### config.mk
export PLATFORM = sky130hd
export DESIGN_NAME = texcg_cordic
export DESIGN_NICKNAME = d
export VERILOG_FILES = /design/src/rtl/assert_macros.svh /design/src/rtl/texcg_pkg.sv /design/src/rtl/texcg_cordic.sv
export SDC_FILE = /design/constraint.sdc
export NUM_CORES = 2
export LEC_CHECK = 0
export ABC_AREA = 1
export BUFFER_PORTS_ARGS = -buffer_cell sky130_fd_sc_hd__buf_2
export CORE_ASPECT_RATIO = 0.7
export CORE_MARGIN = 2
export CORE_UTILIZATION = 40
export DETAILED_ROUTE_END_ITERATION = 10
export PLACE_DENSITY = 0.56
export SETUP_SLACK_MARGIN = 0.4
export SYNTH_ARGS = -nofsm -noshare
export SYNTH_HDL_FRONTEND = slang
export SYNTH_SLANG_ARGS = --single-unit
### constraint.sdc
create_clock -name clock -period 5.35 [get_ports clock]
set_input_delay 0.2675 -clock clock [delete_from_list [all_inputs] [get_ports clock]]
set_output_delay 0.2675 -clock clock [all_outputs]
set_load 0.01 [all_outputs]
### src/rtl/assert_macros.svh
// ----------------------------------------------------------------------------
// Assertion macros
// Shared concurrent assertion forms for the texture coordinate generator.
// ----------------------------------------------------------------------------
`ifndef ASSERT_MACROS_SVH
`define ASSERT_MACROS_SVH

// Property that must hold at every edge outside reset.
`define ASSERT_ALWAYS(lbl, clk, rst, prop) \
   lbl: assert property (@(posedge clk) disable iff (rst) (prop)) \
      else $error("assertion failed");

// Implication checked at every edge outside reset.
`define ASSERT_IMPLY(lbl, clk, rst, ante, cons) \
   lbl: assert property (@(posedge clk) disable iff (rst) (ante) |-> (cons)) \
      else $error("assertion failed");

`endif

### src/rtl/texcg_pkg.sv
// ----------------------------------------------------------------------------
// texcg_pkg
// Types, register codes and tables of the texture coordinate generator.
// ----------------------------------------------------------------------------
package texcg_pkg;

   typedef struct packed {
      logic signed [15:0] pos_x;
      logic signed [15:0] pos_y;
      logic signed [15:0] norm_x;
      logic signed [15:0] norm_y;
      logic signed [15:0] norm_z;
      logic               last_vertex;
   } req_type;

   typedef struct packed {
      logic signed [23:0] tex_u;
      logic signed [23:0] tex_v;
      logic               last_out;
   } rsp_type;

   localparam logic [1:0] CSR_MAP_MODE    = 2'd0;
   localparam logic [1:0] CSR_MESH_WIDTH  = 2'd1;
   localparam logic [1:0] CSR_MESH_HEIGHT = 2'd2;

   localparam logic        MODE_PLANAR      = 1'b0;
   localparam logic        MODE_CYLINDRICAL = 1'b1;
   localparam logic [15:0] MESH_RESET       = 16'd256;

   localparam int DIV_BITS   = 32;
   localparam int DIV_LAT    = DIV_BITS + 2;
   localparam int CORDIC_IT  = 16;
   localparam int CORDIC_LAT = CORDIC_IT + 2;
   localparam int PAD_LAT    = DIV_LAT - CORDIC_LAT;
   localparam int TOTAL_LAT  = DIV_LAT + 1;

   localparam logic signed [23:0] HALF_Q16 = 24'sd32768;
   localparam logic signed [25:0] QUARTER_TURN = 26'sd4194304;

   localparam logic signed [25:0] ATAN_TURNS [CORDIC_IT] = '{
      26'sd2097152, 26'sd1238021, 26'sd654136, 26'sd332050,
      26'sd166669,  26'sd83416,   26'sd41718,  26'sd20860,
      26'sd10430,   26'sd5215,    26'sd2608,   26'sd1304,
      26'sd652,     26'sd326,     26'sd163,    26'sd81
   };

   typedef struct packed {
      logic               valid;
      logic               mode;
      logic               last;
      logic signed [17:0] v_cyl;
   } ctl_type;

endpackage

### src/rtl/texcg_cordic.sv
// ----------------------------------------------------------------------------
// texcg_cordic
// Pipelined vectoring CORDIC for atan2(nz, nx) in turns, offset by 0.5 and
// rounded to Q7.16. One iteration per stage.
// ----------------------------------------------------------------------------
module texcg_cordic
   import texcg_pkg::*;
(
   input  logic               clock,
   input  logic signed [15:0] in_nx,
   input  logic signed [15:0] in_nz,
   output logic signed [23:0] out_u
);

   logic signed [26:0] x_ff    [CORDIC_IT+1];
   logic signed [26:0] y_ff    [CORDIC_IT+1];
   logic signed [25:0] z_ff    [CORDIC_IT+1];
   logic               zero_ff [CORDIC_IT+1];
   logic signed [23:0] out_ff;

   logic signed [26:0] xs_in;
   logic signed [26:0] ys_in;
   logic signed [25:0] zr_in;
   logic signed [17:0] ang_in;

   always_comb begin
      xs_in = 27'(in_nx) <<< 8;
      ys_in = 27'(in_nz) <<< 8;
   end

   always_ff @(posedge clock) begin
      zero_ff[0] <= (in_nx == 16'sd0) && (in_nz == 16'sd0);
      if (xs_in < 0) begin
         if (ys_in >= 0) begin
            x_ff[0] <= ys_in;
            y_ff[0] <= -xs_in;
            z_ff[0] <= QUARTER_TURN;
         end else begin
            x_ff[0] <= -ys_in;
            y_ff[0] <= xs_in;
            z_ff[0] <= -QUARTER_TURN;
         end
      end else begin
         x_ff[0] <= xs_in;
         y_ff[0] <= ys_in;
         z_ff[0] <= '0;
      end
   end

   for (genvar k = 1; k <= CORDIC_IT; k++) begin : g_iter
      logic signed [26:0] dx;
      logic signed [26:0] dy;
      always_comb begin
         dx = y_ff[k-1] >>> (k - 1);
         dy = x_ff[k-1] >>> (k - 1);
      end
      always_ff @(posedge clock) begin
         zero_ff[k] <= zero_ff[k-1];
         if (y_ff[k-1] > 0) begin
            x_ff[k] <= x_ff[k-1] + dx;
            y_ff[k] <= y_ff[k-1] - dy;
            z_ff[k] <= z_ff[k-1] + ATAN_TURNS[k-1];
         end else begin
            x_ff[k] <= x_ff[k-1] - dx;
            y_ff[k] <= y_ff[k-1] + dy;
            z_ff[k] <= z_ff[k-1] - ATAN_TURNS[k-1];
         end
      end
   end

   always_comb begin
      zr_in  = z_ff[CORDIC_IT] + 26'sd128;
      ang_in = 18'(zr_in >>> 8);
   end

   always_ff @(posedge clock) begin
      if (zero_ff[CORDIC_IT]) begin
         out_ff <= HALF_Q16;
      end else begin
         out_ff <= 24'(ang_in) + HALF_Q16;
      end
   end

   assign out_u = out_ff;

endmodule

* Word level (Yosys, flattened, before mapping)
Memories as Yosys holds them, arrays and structs flattened.
Cells that the tools add are included.
** Word-level totals
- Register bits after elaboration :: 24
- RAM bits :: 1377
- Input bits :: 33
- Logic and storage cells :: 288
- Memories :: 4
** Memories
- x_ff :: depth 17, width 27, read ports 16, clocked after Yosys merged registers in 0, write ports 17, line texcg_cordic.sv:15 : logic signed [26:0] x_ff [CORDIC_IT+1];
- y_ff :: depth 17, width 27, read ports 16, clocked after Yosys merged registers in 0, write ports 17, line texcg_cordic.sv:16 : logic signed [26:0] y_ff [CORDIC_IT+1];
- z_ff :: depth 17, width 26, read ports 17, clocked after Yosys merged registers in 0, write ports 17, line texcg_cordic.sv:17 : logic signed [25:0] z_ff [CORDIC_IT+1];
- zero_ff :: depth 17, width 1, read ports 17, clocked after Yosys merged registers in 0, write ports 17, line texcg_cordic.sv:18 : logic zero_ff [CORDIC_IT+1];
** Operators by class
- Add/subtract/negate cells :: 99
- $lt $le $gt $ge :: 18
- Mux-type cells :: 109
- Bitwise logic cells :: 54
- Reductions and logical operators :: 3
** Operator list (number)
- 2-to-1 mux 27 bit :: 36
- 2-to-1 mux 26 bit :: 18
- greater-than comparator 27 x 1 -> 1 bit, second input constant :: 16
- 2-to-1 mux 1 bit :: 55
- adder 27 x 12 -> 27 bit :: 2
- adder 27 x 13 -> 27 bit :: 2
- adder 27 x 14 -> 27 bit :: 2
- adder 27 x 15 -> 27 bit :: 2
- adder 27 x 16 -> 27 bit :: 2
- adder 27 x 17 -> 27 bit :: 2
- adder 27 x 18 -> 27 bit :: 2
- adder 27 x 19 -> 27 bit :: 2
- adder 27 x 20 -> 27 bit :: 2
- adder 27 x 21 -> 27 bit :: 2
- adder 27 x 22 -> 27 bit :: 2
- adder 27 x 23 -> 27 bit :: 2
- adder 27 x 24 -> 27 bit :: 2
- adder 27 x 25 -> 27 bit :: 2
- adder 27 x 26 -> 27 bit :: 2
- negator 24 -> 27 bit :: 2
- OR 1 bit :: 54
- subtractor 27 x 12 -> 27 bit :: 2
- subtractor 27 x 13 -> 27 bit :: 2
- subtractor 27 x 14 -> 27 bit :: 2
- 51 further kinds :: 66

* Logic depth before layout (Yosys ltp)
- Depth after elaboration :: 6
- Gate-level depth with buffers :: 27

* Worst setup path after synthesis
Ideal clock, no wire load.
- Kind :: register to register
- Start :: memory y_ff[3][6]
- End :: memory y_ff[4][20]
- Library setup time :: 72 ps
- Data arrival time :: 3397 ps
- Data required time :: 5278 ps
- Slack :: 1881 ps
- Cell stages (with the launch flop) :: 18
- Period minus slack after synthesis :: 3469 ps
- Cells stage by stage :: dfxtp_1 nor3_1 nand2_1 nor2_4 nand2_2 nand2_4 clkbuf_1 a21oi_1 xor2_1 ha_1 nand2_1 inv_1 a21oi_1 o21bai_1 a21boi_0 inv_1 a21oi_1 xnor2_1
** RTL lines (line)
- from (decl) :: texcg_cordic.sv:16

==> parameters.txt <==
Parameter                              Value

CTS
  Clock-pin slew reported for the worst setup and hold paths after clock tree synthesis ... roughly 70 ps
  Clock Path Buffers ... 4
  Number of buffers inserted during clock tree synthesis ... 140
  Clock insertion delay at the later pin of the skew report ... a little over 800 ps
  CTS HTree Levels ... 4
  Clock Root Buffer ... clkbuf_16
  Clock sink count ... about 1,200
  TritonCTS clock tree ... yes

STA
  Number of pins exceeding their max-slew limit in the final report ... 0
  Highest achievable clock rate ... roughly 220 MHz
  Sum of negative setup slack ... 0 ps
  Setup skew after layout ... 45.9 ps
  Setup repair after global routing missed its margin ... no
  Count of endpoints failing setup in the final report ... 0
  Worst Max-Slew Pin Slew ... 1080 ps
  Final worst path period share ... 0.868
  Worst slew slack as a fraction of its limit ... 0.277
  Final Hold Fails ... 0
  Time the worst path needs with I/O delays and setup ... 4640 ps

Die
  DIE AREA ... roughly 0.23 mm^2
  Number of top-level pins ... 57
  Die width ... about 570 um
  Row count ... between 100 and 150
  Vertical extent of the die ... approximately 400 um
  Starting utilization of the core area ... 0.403
  Standard cell core area ... 0.224 mm^2

Critical path
  Launch point of the worst reg-to-reg path ... y_ff[5][22]$_DFF_P_
  Slack of the worst reg-to-reg path ... 710 ps
  Worst reg-to-reg path cell count ... 17
  Timing startpoint of the critical path ... y_ff[5][22]$_DFF_P_
  Data arrival time of the worst path ... 5330 ps
  Cell-by-cell trace of the critical path ... nor2_1, nand4_1, nor3_1, nand3_2, nand2_4, buf_4, nor2_1, xor2_1, inv_1, ha_1, a21oi_1, o21ai_0, a21oi_1, nor4_1, nor2_1, o21ai_0, xor2_1
  Critical Path Fanout Max ... 39
  Critical Path Most Common Cell ... nor2_1
  Slowest stage delay, CP ... around 550 ps
  Critical path class ... register to register
  Startpoint type of the worst setup path ... register
  Kind of end point of the critical path ... register
  Req. time, crit path ... about 6000 ps
  Capturing point of the worst reg2reg path ... y_ff[6][24]$_DFF_P_
  Slowest cell on the critical path ... nor4_1

Final layout
  Layout overhead on the synthesized area ... 10.2%
  Post-layout nets ... approximately 14,000
  Fill cell instance count of the final layout ... around 23,000
  Layout cell share with drive strength beyond 1 ... 0.0323

Logic synthesis
  Flops & latches, synth ... roughly 1,200
  Share of the synthesized area in the top cell type ... 0.246
  Share of synthesized registers carrying an async set or reset ... 0
  Post-synth top cells ... nand2_1, inv_1, nor2_1
  Syn Area/Cell ... a little over 7 um^2
  Dominant cell by count in the synthesized netlist ... nand2_1
  Cell type with the highest aggregate area in the netlist ... dfxtp_1
  Cells taking the most area after synthesis ... dfxtp_1, ha_1, xor2_1
  Count of flip-flops with a built-in enable after synthesis ... 40
  Top_reg_cell synth ... dfxtp_1
  Share of the yosys chip area belonging to registers ... 0.260
  Synthesized cell area ... 0.0902 mm^2
  Library cells used by synthesis ... 73
  Synth warn ... 0
  Cell count after synthesis ... between 10,000 and 15,000

Worst hold path
  Type of the most critical hold path ... register to register
  Instance count along the most critical hold path ... 0
  HP Start ... zero_ff[3][2]$_DFF_P_
  Endpoint of the worst hold-timing path ... zero_ff[3][3]$_DFF_P_

Place
  Final weighted congestion in routability-driven placement ... 0.990
  DP Wirelength ... ~260,000 um
  Input/output buffers ... 56

Run status
  Status ... complete, no violations

Global routing
  Maximum number of pins on one net before global-route repair ... 46
  Overall routing resource usage ... 0.263
  Global-route wire length before repair ... between 400,000 and 500,000 um
  Number of global-route vias before repair ... ~80,000
  Initial antenna violation count ... 25
  Total overflow reported by the global router ... 0

Route
  DR iter-0 viols ... approximately 9,100
  Overall routed net length ... 309,000 um
  Total DRC errors in the routed layout ... 0
  Routed wire per std cell ... 19.3 um
  Antenna viol nets, final ... 0
  Via total after detailed routing ... ~85,000
  TritonRoute pass-1 iters ... 8
  Detailed-route vias per instance ... about 5.3

Flow run
  MaxCap Viol Count ... 0
critical path, delay by kind of cell (launching register included):
| kind | cells | cell delay (ps) |
|---|---|---|
| buffers and inverters | 2 | 600 |
| XOR/XNOR | 2 | 420 |
| flip-flops | 1 | 450 |
| AO/OA/AOI/OAI | 4 | 620 |
| adder cells (fa/ha/maj) | 1 | 380 |
| AND/OR/NAND/NOR | 8 | 2030 |
kinds of logic (layout without fill, tap and decap cells):
family | Yosys count | in the layout | synth area share
buf+inv | 1717 | 2000 | 0.0731
simple gates | 4752 | 4752 | 0.221
flops | 1150 | 1150 | 0.260
compound gates | 2564 | 2564 | 0.159
fa+ha+maj | 1092 | 1092 | 0.154
other cells | 1 | 45 | 0.0000416
xor+xnor | 1377 | 1377 | 0.134
metal layers:
| metal | GRT usage | routed length, um | part of all wire |
|---|---|---|---|
| met1 | 0.436 | 167000 | 0.54 |
| met3 | 0.0630 | 30100 | 0.097 |
| met5 | 0 | 13 | 0.000042 |
| met4 | 0.0378 | 4120 | 0.013 |
| met2 | 0.331 | 108000 | 0.35 |
state kept, by name, indices dropped and copies added (netlist names):
| signal | flops |
|---|---|
| out_u | 19 |
| z_ff | 355 |
| x_ff | 358 |
| zero_ff | 17 |
| y_ff | 401 |
worst max-delay path by stage:
stage	slack, ps	endpoint	depth (start not counted)
after floorplan	1880	y_ff[4][20]$_DFF_P_	17
after global placement	850	y_ff[7][25]$_DFF_P_	21
after detailed placement	770	y_ff[7][25]$_DFF_P_	21
after CTS	740	y_ff[7][25]$_DFF_P_	21
after global routing	420	y_ff[6][25]$_DFF_P_	18
final	710	y_ff[6][24]$_DFF_P_	17
cells in the final DEF, fill, tap and decap left out, drive strengths merged, types with 8 or more instances in the layout:
cell / n
clkinv: 22
fa: 35
and3: 9
nor3b: 11
a221oi: 15
o221a: 8
nor3: 290
and2: 9
o31ai: 47
a211oi: 24
o21a: 72
nand4: 116
nor4: 91
o21bai: 71
xor2: 1014
nand3: 565
inv: 1630
a21o: 99
clkbuf: 176
dfxtp: 1110
clkinvlp: 15
nand3b: 18
bufinv: 17
a21oi: 1228
ha: 1057
dlygate4sd3: 47
o2111ai: 8
o221ai: 14
buf: 93
edfxtp: 40
a21boi: 52
nand2: 2351
or2: 31
xnor2: 363
a31oi: 106
o211ai: 51
conb: 40
nor2: 1256
o21ai: 742
area by class of cell:
cell class                 count  area [um^2]  area share
antenna                        5         12.5    0.000126
clock buffer                 176         3860      0.0389
clock inverter                62          841     0.00846
inverter                    1622         6090      0.0613
multi-input combinational   9825        60400       0.607
sequential                  1150        23400       0.236
tap                         3013         3770      0.0379
timing repair buffer         140         1030      0.0103
per-stage QoR:
| stage | instance area [um^2] | hold WS [ps] | setup slack (ps) | instances | utilization |
|---|---|---|---|---|---|
| floorplan | 90400 | 310 | 1880 | 12700 | - |
| global placement | 94200 | 312 | 850 | 15700 | 0.421 |
| detailed placement | 94200 | 312 | 766 | 15700 | 0.421 |
| CTS | 99400 | 317 | 739 | 16000 | 0.444 |
| global route | 99400 | 331 | 419 | 16000 | 0.444 |
| finish | 99400 | 325 | 708 | 16000 | 0.444 |
what timing repair did:
item,in CTS,in global routing
resized for setup,0,1
endpoints found under the hold margin,40,0
buffers inserted,0,0
hold buffers,47,0
setup endpoints to repair,0,2
Power is left out: the tool's default activity adds up to more than one toggle a clock period on the data nets, which glitch-free logic cannot reach.
