===== src/rtl/assert_macros.svh =====
// ----------------------------------------------------------------------------
// Assertion macros
// Shared concurrent assertion forms for the texture coordinate generator.
// ----------------------------------------------------------------------------
`ifndef ASSERT_MACROS_SVH
`define ASSERT_MACROS_SVH

// Property that must hold at every edge outside reset.
`define ASSERT_ALWAYS(lbl, clk, rst, prop) \
   lbl: assert property (@(posedge clk) disable iff (rst) (prop)) \
      else $error("assertion failed");

// Implication checked at every edge outside reset.
`define ASSERT_IMPLY(lbl, clk, rst, ante, cons) \
   lbl: assert property (@(posedge clk) disable iff (rst) (ante) |-> (cons)) \
      else $error("assertion failed");

`endif


===== src/rtl/texcg_pkg.sv =====
// ----------------------------------------------------------------------------
// texcg_pkg
// Types, register codes and tables of the texture coordinate generator.
// ----------------------------------------------------------------------------
package texcg_pkg;

   typedef struct packed {
      logic signed [15:0] pos_x;
      logic signed [15:0] pos_y;
      logic signed [15:0] norm_x;
      logic signed [15:0] norm_y;
      logic signed [15:0] norm_z;
      logic               last_vertex;
   } req_type;

   typedef struct packed {
      logic signed [23:0] tex_u;
      logic signed [23:0] tex_v;
      logic               last_out;
   } rsp_type;

   localparam logic [1:0] CSR_MAP_MODE    = 2'd0;
   localparam logic [1:0] CSR_MESH_WIDTH  = 2'd1;
   localparam logic [1:0] CSR_MESH_HEIGHT = 2'd2;

   localparam logic        MODE_PLANAR      = 1'b0;
   localparam logic        MODE_CYLINDRICAL = 1'b1;
   localparam logic [15:0] MESH_RESET       = 16'd256;

   localparam int DIV_BITS   = 32;
   localparam int DIV_LAT    = DIV_BITS + 2;
   localparam int CORDIC_IT  = 16;
   localparam int CORDIC_LAT = CORDIC_IT + 2;
   localparam int PAD_LAT    = DIV_LAT - CORDIC_LAT;
   localparam int TOTAL_LAT  = DIV_LAT + 1;

   localparam logic signed [23:0] HALF_Q16 = 24'sd32768;
   localparam logic signed [25:0] QUARTER_TURN = 26'sd4194304;

   localparam logic signed [25:0] ATAN_TURNS [CORDIC_IT] = '{
      26'sd2097152, 26'sd1238021, 26'sd654136, 26'sd332050,
      26'sd166669,  26'sd83416,   26'sd41718,  26'sd20860,
      26'sd10430,   26'sd5215,    26'sd2608,   26'sd1304,
      26'sd652,     26'sd326,     26'sd163,    26'sd81
   };

   typedef struct packed {
      logic               valid;
      logic               mode;
      logic               last;
      logic signed [17:0] v_cyl;
   } ctl_type;

endpackage


===== src/rtl/texcg_div.sv =====
// ----------------------------------------------------------------------------
// texcg_div
// Pipelined rounded division of a Q8.8 position by a Q8.8 extent, plus 0.5,
// saturated to Q7.16. One quotient bit per stage.
// ----------------------------------------------------------------------------
module texcg_div
   import texcg_pkg::*;
(
   input  logic               clock,
   input  logic signed [15:0] in_p,
   input  logic [15:0]        in_d,
   output logic signed [23:0] out_q
);

   logic [DIV_BITS-1:0] num_ff [DIV_BITS+1];
   logic [DIV_BITS-1:0] quo_ff [DIV_BITS+1];
   logic [15:0]         rem_ff [DIV_BITS+1];
   logic [15:0]         dsr_ff [DIV_BITS+1];
   logic                neg_ff [DIV_BITS+1];
   logic signed [23:0]  out_ff;

   logic [15:0]         mag_in;
   logic [15:0]         dsr_in;
   logic signed [33:0]  qs_in;
   logic signed [33:0]  sum_in;

   always_comb begin
      mag_in = in_p[15] ? 16'(-in_p) : 16'(in_p);
      dsr_in = (in_d == 16'd0) ? 16'd1 : in_d;
   end

   always_ff @(posedge clock) begin
      num_ff[0] <= {mag_in, 16'd0} + {17'd0, dsr_in[15:1]};
      quo_ff[0] <= '0;
      rem_ff[0] <= '0;
      dsr_ff[0] <= dsr_in;
      neg_ff[0] <= in_p[15];
   end

   for (genvar k = 1; k <= DIV_BITS; k++) begin : g_step
      logic [16:0] trial;
      logic        ge;
      always_comb begin
         trial = {rem_ff[k-1], num_ff[k-1][DIV_BITS-1]};
         ge    = trial >= {1'b0, dsr_ff[k-1]};
      end
      always_ff @(posedge clock) begin
         rem_ff[k] <= ge ? 16'(trial - {1'b0, dsr_ff[k-1]}) : trial[15:0];
         num_ff[k] <= {num_ff[k-1][DIV_BITS-2:0], 1'b0};
         quo_ff[k] <= {quo_ff[k-1][DIV_BITS-2:0], ge};
         dsr_ff[k] <= dsr_ff[k-1];
         neg_ff[k] <= neg_ff[k-1];
      end
   end

   always_comb begin
      qs_in  = neg_ff[DIV_BITS] ? -$signed({2'b00, quo_ff[DIV_BITS]})
                                :  $signed({2'b00, quo_ff[DIV_BITS]});
      sum_in = qs_in + 34'(HALF_Q16);
   end

   always_ff @(posedge clock) begin
      if (sum_in > 34'sd8388607) begin
         out_ff <= 24'sd8388607;
      end else if (sum_in < -34'sd8388608) begin
         out_ff <= -24'sd8388608;
      end else begin
         out_ff <= sum_in[23:0];
      end
   end

   assign out_q = out_ff;

endmodule


===== config.mk =====
export PLATFORM = sky130hd
export DESIGN_NAME = texcg_div
export DESIGN_NICKNAME = d
export VERILOG_FILES = /design/src/rtl/assert_macros.svh /design/src/rtl/texcg_pkg.sv /design/src/rtl/texcg_div.sv
export SDC_FILE = /design/constraint.sdc
export NUM_CORES = 2
export LEC_CHECK = 0
export BUFFER_PORTS_ARGS = -buffer_cell sky130_fd_sc_hd__buf_2
export CAP_MARGIN = 30
export CORE_MARGIN = 1.5
export CORE_UTILIZATION = 45
export DETAILED_ROUTE_END_ITERATION = 16
export GPL_ROUTABILITY_DRIVEN = 0
export SYNTH_ARGS = -nofsm -noshare
export SYNTH_HDL_FRONTEND = slang
export SYNTH_SLANG_ARGS = --single-unit

===== constraint.sdc =====
create_clock -name clock -period 5.2 [get_ports clock]
set_input_delay 1.04 -clock clock [delete_from_list [all_inputs] [get_ports clock]]
set_output_delay 1.04 -clock clock [all_outputs]
set_load 0.03 [all_outputs]

* Word level (Yosys, flattened, before mapping)
Memory sizes are Yosys's and may differ from the RTL's.
Index checks and enable logic that the tools add are counted.
** Operators by class
- Add/subtract/negate cells :: 36
- Multipliers :: 0
- Divide/modulo/power cells :: 0
- $lt $le $gt $ge :: 34
- Equal/unequal tests :: 0
- Shift operators :: 0
- Mux-type cells :: 36
- Bitwise logic cells :: 0
- Reductions and logical operators :: 1
** Operators by type and width (count)
- >= comparator 17 x 16 -> 1 bit :: 32
- 2-to-1 mux 16 bit :: 34
- subtractor 16 bit :: 32
- adder 34 x 17 -> 34 bit, second input constant :: 1
- greater-than comparator 34 x 24 -> 1 bit, second input constant :: 1
- less-than comparator 34 x 24 -> 1 bit, second input constant :: 1
- 2-to-1 mux 34 bit :: 1
- negator 32 -> 34 bit :: 1
- adder 32 x 15 -> 32 bit :: 1
- 2-to-1 mux 24 bit :: 1
- logical NOT 16 bit :: 1
- negator 16 bit :: 1
** Storage, ports and cells
- Register bits after elaboration :: 24
- Bits in latches :: 0
- RAM bits :: 3201
- Bits in read-only memories :: 0
- Input bits :: 33
- Output and inout port bits :: 24
- Logic and storage cells :: 113
- Memories kept :: 5
** Memory list
- num_ff :: depth 33, width 32, read ports 32, clocked after memory_dff 0, write ports 33, RTL line texcg_div.sv:15 : logic [DIV_BITS-1:0] num_ff [DIV_BITS+1];
- quo_ff :: depth 33, width 32, read ports 33, clocked after memory_dff 0, write ports 33, RTL line texcg_div.sv:16 : logic [DIV_BITS-1:0] quo_ff [DIV_BITS+1];
- dsr_ff :: depth 33, width 16, read ports 32, clocked after memory_dff 0, write ports 33, RTL line texcg_div.sv:18 : logic [15:0] dsr_ff [DIV_BITS+1];
- rem_ff :: depth 33, width 16, read ports 32, clocked after memory_dff 0, write ports 33, RTL line texcg_div.sv:17 : logic [15:0] rem_ff [DIV_BITS+1];
- neg_ff :: depth 33, width 1, read ports 33, clocked after memory_dff 0, write ports 33, RTL line texcg_div.sv:19 : logic neg_ff [DIV_BITS+1];

* Depth between registers and ports, before layout
- Depth after elaboration :: 5
- Depth in mapped cells :: 15

* Worst setup path before layout
Ideal clock, no wire load.
- Kind :: flip-flop to flip-flop
- From :: mem quo_ff[32][0], in the netlist quo_ff[16][0]
- To :: reg out_ff[10], in the netlist out_q[10]
- Data arrival time :: 3.484 ns
- Slack :: 1.592 ns
- Stages on the path, launching flop included :: 15
- Path buffers :: 2
- Period minus slack after synthesis :: 3.608 ns
- Cells stage by stage :: dfxtp_1 > inv_1 > ha_1 > or4b_1 > buf_6 > or3_4 > o31a_1 > or4_4 > a2111oi_4 > nand4_1 > xnor2_1 > o21ai_1 > o31ai_4 > buf_6 > a21oi_2
** RTL lines
- start: declaration :: RTL line texcg_div.sv:16
- end signal: assignment :: RTL line texcg_div.sv:66 : out_ff <= -24'sd8388608;
- end signal: assignment :: RTL line texcg_div.sv:68 : out_ff <= sum_in[23:0];
- end: declaration :: RTL line texcg_div.sv:20 : logic signed [23:0] out_ff;

==> results.rst <==
.. list-table::
   :header-rows: 1

   * - Metric
     - Value
   * - Outcome
     - finished clean
   * - Final critical-path setup slack
     - just over 0.8 ns
   * - Wire length of the first global-routing pass
     - 209 mm
   * - Worst Clk Skew
     - 0.0322 ns
   * - Number of maximum-capacitance constraint violations
     - 0
   * - Area of the die
     - 148000 um^2
   * - Count of flip-flops with a built-in enable after synthesis
     - 0
   * - Starting density of the core
     - 45.5%
   * - Fraction of the core area covered by cells at the end of the flow
     - 51.4%
   * - Number of nets in the final layout
     - 6920
   * - Most used flip-flop cell after synthesis
     - sky130_fd_sc_hd__dfxtp_1
   * - Total Routing Usage GR
     - 17.3%
   * - Clock buffer count from CTS
     - approximately 170
   * - Max rail drop VDD
     - ~0.28 mV
   * - Final number of max-transition violations
     - 0
   * - Syn Nets
     - 6764
   * - TritonCTS Sinks
     - ~1700
   * - Worst setup slack before clock tree synthesis
     - 0.899 ns
   * - Synth Cell Area
     - 65600 um^2
   * - Routed length on met3
     - around 4.9 mm
   * - Timing-limited maximum frequency
     - ~0.23 GHz
   * - Count of boundary I/O pins
     - between 50 and 60
   * - Data arrival time of the worst path
     - 5.05 ns
   * - Data required time of the critical path
     - 5.86 ns
   * - CP startpoint kind
     - register
   * - Setup repair after global routing missed its margin
     - no
   * - Setup-failing EPs final
     - 0
   * - Area of all placed cells without fillers
     - 74200 um^2
   * - Gate count of the mapped netlist
     - 6200
   * - Worst-skew pair later-pin latency
     - 0.79 ns
   * - Sequential share of the synthesized area
     - a little over half
   * - Average size of a mapped cell
     - 10.6 um^2
   * - Hold buffers post-CTS
     - 0
   * - Overall via count from detail_route
     - 42112
   * - Commonest cells after routing, fill and taps aside
     - sky130_fd_sc_hd__dfxtp_1, sky130_fd_sc_hd__inv_1, sky130_fd_sc_hd__ha_1, sky130_fd_sc_hd__nor2_1, sky130_fd_sc_hd__a21oi_1
   * - Die H
     - 385 um
   * - Clock input transition at the sequential cells of the worst setup and hold paths
     - ~0.06 ns
   * - Accumulated negative setup slack
     - 0 ns
   * - Number of gates given a new drive strength after cts
     - 0
   * - Met2 Wirelength
     - between 60 and 70 mm
   * - First-iteration detailed-routing DRC count
     - approximately 2200
   * - Flops & latches, synth
     - 1729
   * - Uppermost routed layer
     - met4
   * - Hold violation total from the final report
     - 0
   * - Global route overflow
     - 0
   * - Count of unique library cells instantiated by Yosys
     - between 70 and 80
   * - Most common cell after layout, fill and taps aside
     - sky130_fd_sc_hd__dfxtp_1
   * - Filler instances
     - 12830
   * - Antenna violation net count after detailed routing
     - 0
   * - Largest fanout on the critical path
     - 16
   * - Area growth, synth to finish
     - 13.1%
   * - Clock Root Buffer
     - sky130_fd_sc_hd__clkbuf_16
   * - Power per standard cell area
     - ~600 nW/um^2
   * - Sum of net half-perimeters after detailed placement
     - 97.5 mm
   * - Standard-cell row count
     - 139
   * - Buffers inserted during post-CTS setup optimization
     - 0
   * - Footprint of the flip-flops and latches
     - 34600 um^2
   * - Placed cell areas
     - just under 70000 um^2
   * - Number of remaining DRC errors
     - 0
   * - Wire per inst
     - 15.3 um
   * - Number of search-and-repair iterations in the first detailed-routing pass
     - 5
   * - Worst Setup End Kind
     - register
   * - Transition time at the pin with the least slew margin
     - 0.929 ns
   * - Share of the clock period used by the worst path
     - 84.5%
   * - Die extent in x
     - 385 um
   * - Post-route met1 wirelength
     - 58.2 mm
   * - Hold Path Class
     - reg2reg
   * - TritonCTS clock tree
     - built
   * - Number of global-route vias before repair
     - 41459
   * - Floorplan core area
     - 144000 um^2
   * - Standby leakage power
     - 0.0330 uW
   * - Total routed wirelength
     - 128 mm
   * - # H-tree levels
     - 4
   * - Combined area of the multi-input logic cells
     - 28100 um^2
   * - Port-buffer cells
     - 56
   * - Largest net degree at the start of global routing
     - 39
   * - Category of the critical setup timing path
     - reg2reg
   * - Final hold slack
     - between 0.3 and 0.4 ns
   * - Async S/R FF share, synth
     - 0%
   * - Antenna violations before repair
     - 3
   * - Final worst path period need
     - between 4 and 5 ns
   * - Number of cells on the worst hold path
     - 0
   * - Maximum root-to-sink buffer count
     - 3
   * - Fraction of final layout cells with drive strength greater than 1
     - 12.8%
   * - Worst reg2reg path depth
     - 12
   * - Max-slew headroom at the worst pin
     - roughly 37%
   * - Warning count from the yosys run
     - 0
   * - Via density per instance
     - 5.01
## cells by family (layout without fill, tap and decap cells)
logic type / Yosys count / after routing / share of synthesized area [%]
other cells: 0 / 1 / 0
mux: 369 / 369 / 6.25
simple gates: 1445 / 1445 / 11.3
flops: 1729 / 1729 / 52.8
buf+inv: 761 / 1058 / 4.40
fa+ha+maj: 531 / 531 / 10.5
xor+xnor: 342 / 342 / 4.57
compound gates: 1023 / 1023 / 10.2
## metrics by stage
step | instances | total power, uW
finish | 8401 | 44700
global placement | 8084 | 31900
CTS | 8400 | 45200
detailed placement | 8084 | 32100
global route | 8400 | 47700
floorplan | 6200 | 28700
## flip-flops by register name, indices dropped and copies added, names as in the netlist
register	count
dsr_ff	512
neg_ff	33
num_ff	136
out_q	24
quo_ff	528
rem_ff	496
## power breakdown
| group | leakage (uW) | internal, uW | switching [uW] |
|---|---|---|---|
| registers | 0.0144 | 16000 | 1420 |
| logic | 0.0156 | 6910 | 7510 |
| clock network | 0.00296 | 7700 | 5180 |
## synth_stat cells, types with 48 or more instances
master,instances,area share (%)
sky130_fd_sc_hd__o21a_1,63,0.72
sky130_fd_sc_hd__or2_2,50,0.48
sky130_fd_sc_hd__nand3_1,161,1.2
sky130_fd_sc_hd__clkbuf_1,96,0.55
sky130_fd_sc_hd__xnor2_1,249,3.3
sky130_fd_sc_hd__nor3_1,93,0.71
sky130_fd_sc_hd__a21o_1,63,0.72
sky130_fd_sc_hd__a21oi_1,329,2.5
sky130_fd_sc_hd__o21ai_0,167,1.3
sky130_fd_sc_hd__dfxtp_1,1729,53
sky130_fd_sc_hd__nor2b_1,110,1.0
sky130_fd_sc_hd__nor2_1,421,2.4
sky130_fd_sc_hd__xor2_1,93,1.2
sky130_fd_sc_hd__ha_1,501,9.6
sky130_fd_sc_hd__nand4_1,128,1.2
sky130_fd_sc_hd__inv_1,657,3.8
sky130_fd_sc_hd__o211ai_1,48,0.55
sky130_fd_sc_hd__nand2_1,241,1.4
sky130_fd_sc_hd__mux2_2,320,5.5
sky130_fd_sc_hd__mux2i_1,48,0.73
## worst max-delay path, cell delays in order (launching register included)
cell and delay (ns):
sky130_fd_sc_hd__dfxtp_1 0.32, sky130_fd_sc_hd__inv_1 0.07, sky130_fd_sc_hd__ha_1 0.22, sky130_fd_sc_hd__nor4b_1 0.71, sky130_fd_sc_hd__nand2_1 0.45, sky130_fd_sc_hd__o41ai_1 0.45
sky130_fd_sc_hd__a32o_1 0.42, sky130_fd_sc_hd__nand2b_1 0.14, sky130_fd_sc_hd__nor4_2 0.33, sky130_fd_sc_hd__a31oi_1 0.21, sky130_fd_sc_hd__o31ai_4 0.62, sky130_fd_sc_hd__buf_12 0.24
sky130_fd_sc_hd__a21oi_2 0.07
## metal layers
layer	GRT usage [%]	vias to the layer above
li1	-	21700
met1	21.6	19487
met2	30.3	688
met3	2.98	237
met4	5.48	0
met5	0	-
## final timing paths
check	startpoint	end	slack, ns
hold reg to reg	num_ff[0][318]	num_ff[0][351]	0.31
setup / recovery	quo_ff[16][0]	out_q[7]	0.81
hold / removal	num_ff[0][318]	num_ff[0][351]	0.31
setup reg to reg	quo_ff[16][0]	out_q[7]	0.81
## final cells by class
type / count / area share (%)
clock buffers: 238 / 6.70
flip-flops and latches: 1729 / 46.7
multi-input cells: 3710 / 37.9
repair buffers: 85 / 0.688
well taps: 1903 / 3.21
diodes: 1 / 0.00337
clock inverters: 78 / 1.55
inverters: 657 / 3.33
Power figures use the tool's default switching activity.
